[src/rtl/utf8v_pkg.sv]
// shared types, constants and helpers for the utf-8 validator with utf-16 unit count
package utf8v_pkg;

    // field widths
    localparam int BYTE_W    = 8;
    localparam int STATUS_W  = 3;
    localparam int UNITS_W   = 16;
    localparam int SCALAR_W  = 21;
    localparam int PEND_W    = 2;
    localparam int SEQLEN_W  = 3;

    // packed output data: status, unit_count, scalar_value, char_done, zero fill
    localparam int OUT_FIELDS_W = STATUS_W + UNITS_W + SCALAR_W + 1;
    localparam int OUT_DATA_W   = ((OUT_FIELDS_W + 7) / 8) * 8;
    localparam int IN_DATA_W    = BYTE_W;

    // reset value of the unit limit register
    localparam logic [UNITS_W-1:0] MAX_UNITS_RESET = 16'd50;

    // scalar limits
    localparam logic [SCALAR_W-1:0] SCALAR_MAX    = 21'h10FFFF;
    localparam logic [SCALAR_W-1:0] SURR_LOW      = 21'h00D800;
    localparam logic [SCALAR_W-1:0] SURR_HIGH     = 21'h00DFFF;
    localparam logic [SCALAR_W-1:0] BMP_MAX       = 21'h00FFFF;
    localparam logic [UNITS_W-1:0]  UNITS_SAT     = 16'hFFFF;

    // per-byte status codes
    typedef enum logic [STATUS_W-1:0] {
        ST_OK       = 3'd0,
        ST_DONE     = 3'd1,
        ST_BAD_LEAD = 3'd2,
        ST_BAD_CONT = 3'd3,
        ST_TRUNC    = 3'd4,
        ST_BAD_SCAL = 3'd5,
        ST_OVER     = 3'd6,
        ST_DISCARD  = 3'd7
    } status_t;

    // per-string decoder state
    typedef struct packed {
        logic [PEND_W-1:0]   pending;
        logic [SEQLEN_W-1:0] seq_len;
        logic [SCALAR_W-1:0] partial;
        logic [UNITS_W-1:0]  units;
        logic                failed;
    } str_state_t;

    // one accepted input byte
    typedef struct packed {
        logic [BYTE_W-1:0] data_byte;
        logic              last_byte;
    } in_item_t;

    // one result
    typedef struct packed {
        status_t             status;
        logic [UNITS_W-1:0]  unit_count;
        logic [SCALAR_W-1:0] scalar_value;
        logic                char_done;
        logic                string_end;
    } result_t;

    // smallest code point allowed for a given sequence length
    function automatic logic [SCALAR_W-1:0] min_for_length(input logic [SEQLEN_W-1:0] len);
        logic [SCALAR_W-1:0] min_val;
        case (len)
            3'd2:    min_val = 21'h000080;
            3'd3:    min_val = 21'h000800;
            3'd4:    min_val = 21'h010000;
            default: min_val = '0;
        endcase
        return min_val;
    endfunction

endpackage

[src/rtl/utf8v_in_reg.sv]
// input register stage holding one accepted byte
module utf8v_in_reg (
    input  logic                           clk,
    input  logic                           rst_n,
    input  logic                           s_axis_tvalid,
    output logic                           s_axis_tready,
    input  logic [utf8v_pkg::BYTE_W-1:0]   s_axis_tdata,
    input  logic                           s_axis_tlast,
    input  logic                           advance,
    output logic                           item_valid,
    output utf8v_pkg::in_item_t            item
);
    import utf8v_pkg::*;

    logic     valid_reg;
    logic     valid_next;
    in_item_t item_reg;

    // take a new byte when empty or when the held one moves on this cycle
    assign s_axis_tready = !valid_reg || advance;

    always_comb
    begin
        valid_next = valid_reg;
        if (s_axis_tvalid && s_axis_tready)
        begin
            valid_next = 1'b1;
        end
        else if (advance)
        begin
            valid_next = 1'b0;
        end
    end

    always_ff @(posedge clk or negedge rst_n)
    begin
        if (!rst_n)
        begin
            valid_reg <= 1'b0;
        end
        else
        begin
            valid_reg <= valid_next;
        end
    end

    // payload capture
    always_ff @(posedge clk)
    begin
        if (s_axis_tvalid && s_axis_tready)
        begin
            item_reg.data_byte <= s_axis_tdata;
            item_reg.last_byte <= s_axis_tlast;
        end
    end

    assign item_valid = valid_reg;
    assign item       = item_reg;

endmodule

[src/rtl/utf8v_decode.sv]
// one-byte step of the utf-8 decoder, validator and utf-16 unit counter
module utf8v_decode (
    input  utf8v_pkg::str_state_t              st,
    input  utf8v_pkg::in_item_t                item,
    input  logic [utf8v_pkg::UNITS_W-1:0]      max_units,
    output utf8v_pkg::str_state_t              st_next,
    output utf8v_pkg::result_t                 result
);
    import utf8v_pkg::*;

    logic [BYTE_W-1:0]   b;
    logic                complete;
    logic [SCALAR_W-1:0] cp;
    logic                bad_scalar;
    logic [UNITS_W:0]    sum;
    status_t             status;
    logic [SCALAR_W-1:0] scalar;
    logic                done;
    str_state_t          upd;

    assign b = item.data_byte;

    always_comb
    begin
        upd        = st;
        status     = ST_OK;
        scalar     = '0;
        done       = 1'b0;
        complete   = 1'b0;
        cp         = '0;
        bad_scalar = 1'b0;
        sum        = '0;

        // lead or continuation byte
        if (st.failed)
        begin
            status = ST_DISCARD;
        end
        else if (st.pending == '0)
        begin
            if (b[7] == 1'b0)
            begin
                upd.partial = {{(SCALAR_W-7){1'b0}}, b[6:0]};
                upd.seq_len = 3'd1;
                complete    = 1'b1;
            end
            else if (b[7:5] == 3'b110)
            begin
                upd.partial = {{(SCALAR_W-5){1'b0}}, b[4:0]};
                upd.seq_len = 3'd2;
                upd.pending = 2'd1;
            end
            else if (b[7:4] == 4'b1110)
            begin
                upd.partial = {{(SCALAR_W-4){1'b0}}, b[3:0]};
                upd.seq_len = 3'd3;
                upd.pending = 2'd2;
            end
            else if (b[7:3] == 5'b11110)
            begin
                upd.partial = {{(SCALAR_W-3){1'b0}}, b[2:0]};
                upd.seq_len = 3'd4;
                upd.pending = 2'd3;
            end
            else
            begin
                status     = ST_BAD_LEAD;
                upd.failed = 1'b1;
            end
        end
        else
        begin
            if (b[7:6] != 2'b10)
            begin
                status     = ST_BAD_CONT;
                upd.failed = 1'b1;
            end
            else
            begin
                upd.partial = {st.partial[SCALAR_W-7:0], b[5:0]};
                upd.pending = st.pending - 2'd1;
                complete    = (st.pending == 2'd1);
            end
        end

        // range checks and unit count on a finished code point
        if (complete)
        begin
            cp         = upd.partial;
            bad_scalar = (cp < min_for_length(upd.seq_len)) || (cp > SCALAR_MAX) ||
                         ((cp >= SURR_LOW) && (cp <= SURR_HIGH));
            if (bad_scalar)
            begin
                status     = ST_BAD_SCAL;
                upd.failed = 1'b1;
            end
            else
            begin
                sum       = {1'b0, st.units} + ((cp > BMP_MAX) ? 17'd2 : 17'd1);
                upd.units = sum[UNITS_W] ? UNITS_SAT : sum[UNITS_W-1:0];
                if (sum > {1'b0, max_units})
                begin
                    status     = ST_OVER;
                    upd.failed = 1'b1;
                end
                else
                begin
                    scalar = cp;
                    done   = 1'b1;
                end
            end
            upd.partial = '0;
            upd.seq_len = '0;
        end

        // end of string status
        if (item.last_byte && (status == ST_OK))
        begin
            status = (upd.pending != '0) ? ST_TRUNC : ST_DONE;
        end
    end

    assign result.status       = status;
    assign result.unit_count   = upd.units;
    assign result.scalar_value = scalar;
    assign result.char_done    = done;
    assign result.string_end   = item.last_byte;

    // every state entry clears after the final byte
    assign st_next = item.last_byte ? str_state_t'('0) : upd;

endmodule

[src/rtl/utf8_validate_utf16_count.sv]
// top level of the utf-8 validator with utf-16 unit count
// Takes one UTF-8 byte per transaction (tlast on the final byte of a string) and returns one
// result per byte: status, UTF-16 units counted so far, the decoded code point with char_done,
// and tlast copied from the input. One byte is taken every clock cycle when the output side
// keeps up; each byte is held in the input register, then in the result register, with the whole
// decode step done in the logic between them. s_axis_tready follows m_axis_tready in the same
// cycle when both registers are full. The unit limit max_units (reset 50) is set by cfg_wr_en /
// cfg_wr_data; the user must write it only while no string is in flight; it is not enforced.
module utf8_validate_utf16_count (
    input  logic                                 clk,
    input  logic                                 rst_n,
    // config
    input  logic                                 cfg_wr_en,
    input  logic [utf8v_pkg::UNITS_W-1:0]        cfg_wr_data,      // max_units
    // byte stream in
    input  logic                                 s_axis_tvalid,
    output logic                                 s_axis_tready,
    input  logic [utf8v_pkg::IN_DATA_W-1:0]      s_axis_tdata,     // data_byte
    input  logic                                 s_axis_tlast,     // last_byte
    // result stream out
    output logic                                 m_axis_tvalid,
    input  logic                                 m_axis_tready,
    // tdata fields from bit 0 up: status, unit_count, scalar_value, char_done, zero fill
    output logic [utf8v_pkg::OUT_DATA_W-1:0]     m_axis_tdata,
    output logic                                 m_axis_tlast      // string_end
);
    import utf8v_pkg::*;

    logic [UNITS_W-1:0]  max_units_val_reg;
    logic                item_valid;
    in_item_t            item;
    logic                advance;
    logic                out_free;
    str_state_t          state_reg;
    str_state_t          state_next;
    result_t             result;
    result_t             result_reg;
    logic                out_valid_reg;
    logic                out_valid_next;

    // unit limit register
    always_ff @(posedge clk or negedge rst_n)
    begin
        if (!rst_n)
        begin
            max_units_val_reg <= MAX_UNITS_RESET;
        end
        else if (cfg_wr_en)
        begin
            max_units_val_reg <= cfg_wr_data;
        end
    end

    // input register
    utf8v_in_reg u_in_reg (
        .clk           (clk),
        .rst_n         (rst_n),
        .s_axis_tvalid (s_axis_tvalid),
        .s_axis_tready (s_axis_tready),
        .s_axis_tdata  (s_axis_tdata),
        .s_axis_tlast  (s_axis_tlast),
        .advance       (advance),
        .item_valid    (item_valid),
        .item          (item)
    );

    // decode step
    utf8v_decode u_decode (
        .st        (state_reg),
        .item      (item),
        .max_units (max_units_val_reg),
        .st_next   (state_next),
        .result    (result)
    );

    // move a byte into the result register when it is empty or being drained
    assign out_free = !out_valid_reg || m_axis_tready;
    assign advance  = item_valid && out_free;

    always_comb
    begin
        out_valid_next = out_valid_reg;
        if (advance)
        begin
            out_valid_next = 1'b1;
        end
        else if (m_axis_tready)
        begin
            out_valid_next = 1'b0;
        end
    end

    // string state and output valid
    always_ff @(posedge clk or negedge rst_n)
    begin
        if (!rst_n)
        begin
            state_reg     <= '0;
            out_valid_reg <= 1'b0;
        end
        else
        begin
            out_valid_reg <= out_valid_next;
            if (advance)
            begin
                state_reg <= state_next;
            end
        end
    end

    // result payload
    always_ff @(posedge clk)
    begin
        if (advance)
        begin
            result_reg <= result;
        end
    end

    // output packing
    assign m_axis_tvalid = out_valid_reg;
    assign m_axis_tlast  = result_reg.string_end;
    assign m_axis_tdata  = {{(OUT_DATA_W-OUT_FIELDS_W){1'b0}},
                            result_reg.char_done,
                            result_reg.scalar_value,
                            result_reg.unit_count,
                            STATUS_W'(result_reg.status)};

endmodule

[config.mk]
export PLATFORM = sky130hd
export DESIGN_NAME = utf8_validate_utf16_count
export DESIGN_NICKNAME = d
export VERILOG_FILES = /design/src/rtl/utf8v_pkg.sv /design/src/rtl/utf8v_in_reg.sv /design/src/rtl/utf8v_decode.sv /design/src/rtl/utf8_validate_utf16_count.sv
export SDC_FILE = /design/constraint.sdc
export NUM_CORES = 1
export LEC_CHECK = 0
export BUFFER_PORTS_ARGS = -buffer_cell sky130_fd_sc_hd__buf_4
export CAP_MARGIN = 10
export CORE_ASPECT_RATIO = 0.8
export CORE_MARGIN = 1
export CORE_UTILIZATION = 59
export CTS_CLUSTER_DIAMETER = 40
export DETAILED_ROUTE_END_ITERATION = 10
export PLACE_DENSITY_LB_ADDON = 0.05
export SYNTH_ARGS = -nofsm -noshare
export SYNTH_HDL_FRONTEND = slang
export SYNTH_HIERARCHICAL = 1
export SYNTH_SLANG_ARGS = --single-unit
[constraint.sdc]
create_clock -name clk -period 6.39 [get_ports clk]
set_input_delay 0.639 -clock clk [delete_from_list [all_inputs] [get_ports clk]]
set_output_delay 0.639 -clock clk [all_outputs]
set_load 0.02 [all_outputs]
==> metrics.txt <==
slew margin rel.=0.2660; Worst Tran Pin Value=1.101 ns; DIE WIDTH=approximately 120 um; cells along the critical path=inv_1 > ha_1 > or4b_4 > mux2i_1 > a222oi_1 > and3_4 > inv_1 > ha_1 > a21oi_1 > and4bb_2 > nand4_1 > nor2_1 > nand2_1 > xnor2_1 > ha_1 > nand2_1 > nor2_1 > a2111oi_0 > o21ai_0 > o211ai_1 > and3_1 > nor2_1 > o311ai_0; CTS Buffer Depth=2; DRC=0; slowest CP cell=or4b_4; Root Buffer=clkbuf_16; depth of the CTS H-tree=3; Ys Warns=6; max-slew violation count=0; wire length per cell=around 19 um; IO Pins=81; setup slack after placement=about 0.51 ns; hold slack=about 0.38 ns; CTS Sinks=112; Critical Path RT=roughly 6.5 ns; Min-Delay Path Class=input pin to async pin; Most used DFF post-synth=dfrtp_1; max incr delay on CP=0.57 ns; Seq cells post-synth=112; number of vias in the routed layout=between 5,000 and 6,000; post-layout min period=6.066 ns; Post-synth EDFFs=51; antenna violations before repair=0; IO Port Bufs=73; maxcap violations=0; Resized Gates After CTS=0; period utilization=0.9493; chip height=a little under 100 um; postcts setup bufs=0; post-layout worst setup margin=~0.32 ns; P_leak=roughly 3.4 nW; Post-Syn Instances=611; total internal power=1.520 mW; Fmax=around 160 MHz; vias in the first global route=roughly 4,800; # hold bufs at CTS=0; clk_skew=0.005506 ns; TritonCTS buffer count=9; asr flop ratio synth=0.5446; Tot GR Track Use=0.2778; RePlAce Congestion=approximately 0.88; setup tns final=0 ns; Syn Area/Cell=between 10 and 15 sq um; Seq/Total Area, Yosys=0.4540; Detail Placement HPWL=about 11,000 um; global-route wire length before repair=25,190 um; row count=34; Max Fanout on Critical Path=6; CTS tree=built; layout cell share with drive strength beyond 1=0.2827; drt first pass iters=5; synth-to-layout area growth=12.41%; outcome=finished, final reports clean; critical path class=flip-flop to flip-flop; Final Hold Fails=0; max reg flops=43; diode count=0; critical path capture point type=flip-flop; largest net degree at the start of global routing=62; Sw Pwr=0.8663 mW; GRT overflow=0; setup violators final=0; Core Footprint=around 11,000 sq um; clock latency on the worst-skew pair=about 0.34 ns; detailed router's first-iteration violation count=about 380; post-synth cell types=a little over 70; Detailed Route WL=15,720 um; Post-Syn Area=roughly 6700 sq um; Comb power frac=0.367; switch share=0.3630; filler instances=862; Critical Path Source Type=flip-flop; clock power share=0.241; Die ar.=11,860 sq um; Final ANT Viol Nets=0; Max IR drop VDD=0.2207 mV; worst path arrival time=6.19 ns; Sequential Power Share=0.393; PwrDens=314.8 nW/um^2; Vias per Instance=6.129; RSZ-0062 raised after global routing=false; Clock transition at path regs=approximately 0.070 ns; Starting Density=0.6121; # nets final=slightly above 700
cell usage after synthesis, drive strengths merged, types with 2 or more instances:
master	instances	share of area
edfxtp	51	0.23
o211ai	5	0.0056
nand4	9	0.0083
o2bb2ai	3	0.0039
nand3	14	0.010
a211oi	3	0.0048
nand2b	14	0.016
ha	22	0.041
nor3	6	0.0045
and2	8	0.0078
xnor2	6	0.0078
dfrtp	58	0.22
dfstp	3	0.012
mux2	65	0.13
inv	33	0.018
a2bb2oi	6	0.0078
nor3b	4	0.0045
o31ai	2	0.0022
a31oi	13	0.012
a21oi	34	0.027
nor2b	13	0.012
a311oi	12	0.020
buf	35	0.039
nand2	33	0.019
nor4bb	4	0.0059
and3	8	0.0082
a22oi	10	0.011
xor2	8	0.010
o22ai	2	0.0019
nor2	62	0.035
o311ai	2	0.0026
o21a	5	0.0058
mux2i	4	0.0059
a22o	5	0.0065
o21ai	18	0.013
clkbuf	11	0.0063
metal layers:
metal  GRT usage  part of all wire
met5           0                 0
met4     0.07407             0.014
met3     0.05164             0.072
met2      0.3864              0.43
met1      0.4378              0.48
layout by cell type, fill, tap and decap left out, drive strengths merged, types with 2 or more instances in the layout:
cell / count
dfrtp: 58
clkbuf: 12
nor2: 62
ha: 22
dfstp: 3
nor3: 6
and2: 8
nand4: 9
mux2: 65
a31oi: 13
a2bb2oi: 6
a211oi: 3
and3: 8
nand3: 14
mux2i: 4
clkinvlp: 2
xnor2: 6
o2bb2ai: 3
inv: 32
nand2b: 14
a22oi: 10
edfxtp: 51
nor3b: 4
nand2: 33
o21a: 5
a311oi: 12
o311ai: 2
buf: 85
o22ai: 2
o21ai: 18
nor2b: 13
conb: 7
nor4bb: 4
o211ai: 5
clkinv: 2
xor2: 8
a21oi: 34
a22o: 5
o31ai: 2
worst max-delay path: cells and delay by family (launching register included):
kind / cells / cell delay (ns)
AO/OA/AOI/OAI: 6 / 1.70
XOR/XNOR: 1 / 0.20
adder cells (fa/ha/maj): 3 / 0.76
buffers and inverters: 2 / 0.16
flip-flops: 1 / 0.41
multiplexers: 1 / 0.14
AND/OR/NAND/NOR: 10 / 2.48
cells by family (layout without fill, tap and decap cells):
kind of cell,after synthesis,after routing,synth area share
flops,112,112,0.4540
simple gates,182,182,0.1434
fa+ha+maj,23,23,0.04378
mux,69,69,0.1367
other cells,1,7,0.0005561
xor+xnor,14,14,0.01818
compound gates,131,131,0.1399
buf+inv,79,134,0.06345
power by group through the flow:
stage / clock network [mW] / registers, mW / logic, mW
3_3_place_gp: 0 / 0.946 / 0.850
5_1_grt: 0.609 / 0.946 / 0.941
4_1_cts: 0.584 / 0.936 / 0.864
2_1_floorplan: 0 / 0.968 / 0.619
6_report: 0.574 / 0.937 / 0.875
3_5_place_dp: 0 / 0.949 / 0.860
final timing paths:
check / cells past startpoint / from / end / slack [ns]
max in group asynchronous: 1 / rst_n / state_reg[29] / 5.46
worst max register to register: 23 / state_reg[41] / m_axis_tdata[0] / 0.32
worst min-delay path: 1 / rst_n / max_units_val_reg[2] / 0.38
worst min register to register: 1 / max_units_val_reg[6] / max_units_val_reg[6] / 0.51
worst max-delay path: 23 / state_reg[41] / m_axis_tdata[0] / 0.32
min in group clk: 1 / s_axis_tdata[0] / u_in_reg/item[1] / 0.46
final cells by class:
class                   instances  area [sq um]  area share
clock buffers                  12         246.5     0.03251
clock inverters                 4         53.80    0.007097
inverters                      33         123.9     0.01634
multi-input cells             426          3277      0.4322
flip-flops and latches        112          3062      0.4039
well taps                     144         180.2     0.02377
repair buffers                 85         638.1     0.08417
metrics by stage:
step	power [mW]	instances	instance area [sq um]	utilization
after global placement	1.795	800	7281	0.6608
after detailed placement	1.809	800	7281	0.6608
final	2.387	816	7581	0.6881
after floorplan	1.587	617	6766	-
after CTS	2.385	816	7581	0.6881
after global routing	2.496	816	7581	0.6881
Note: power is estimated with default switching activity, not from simulation.
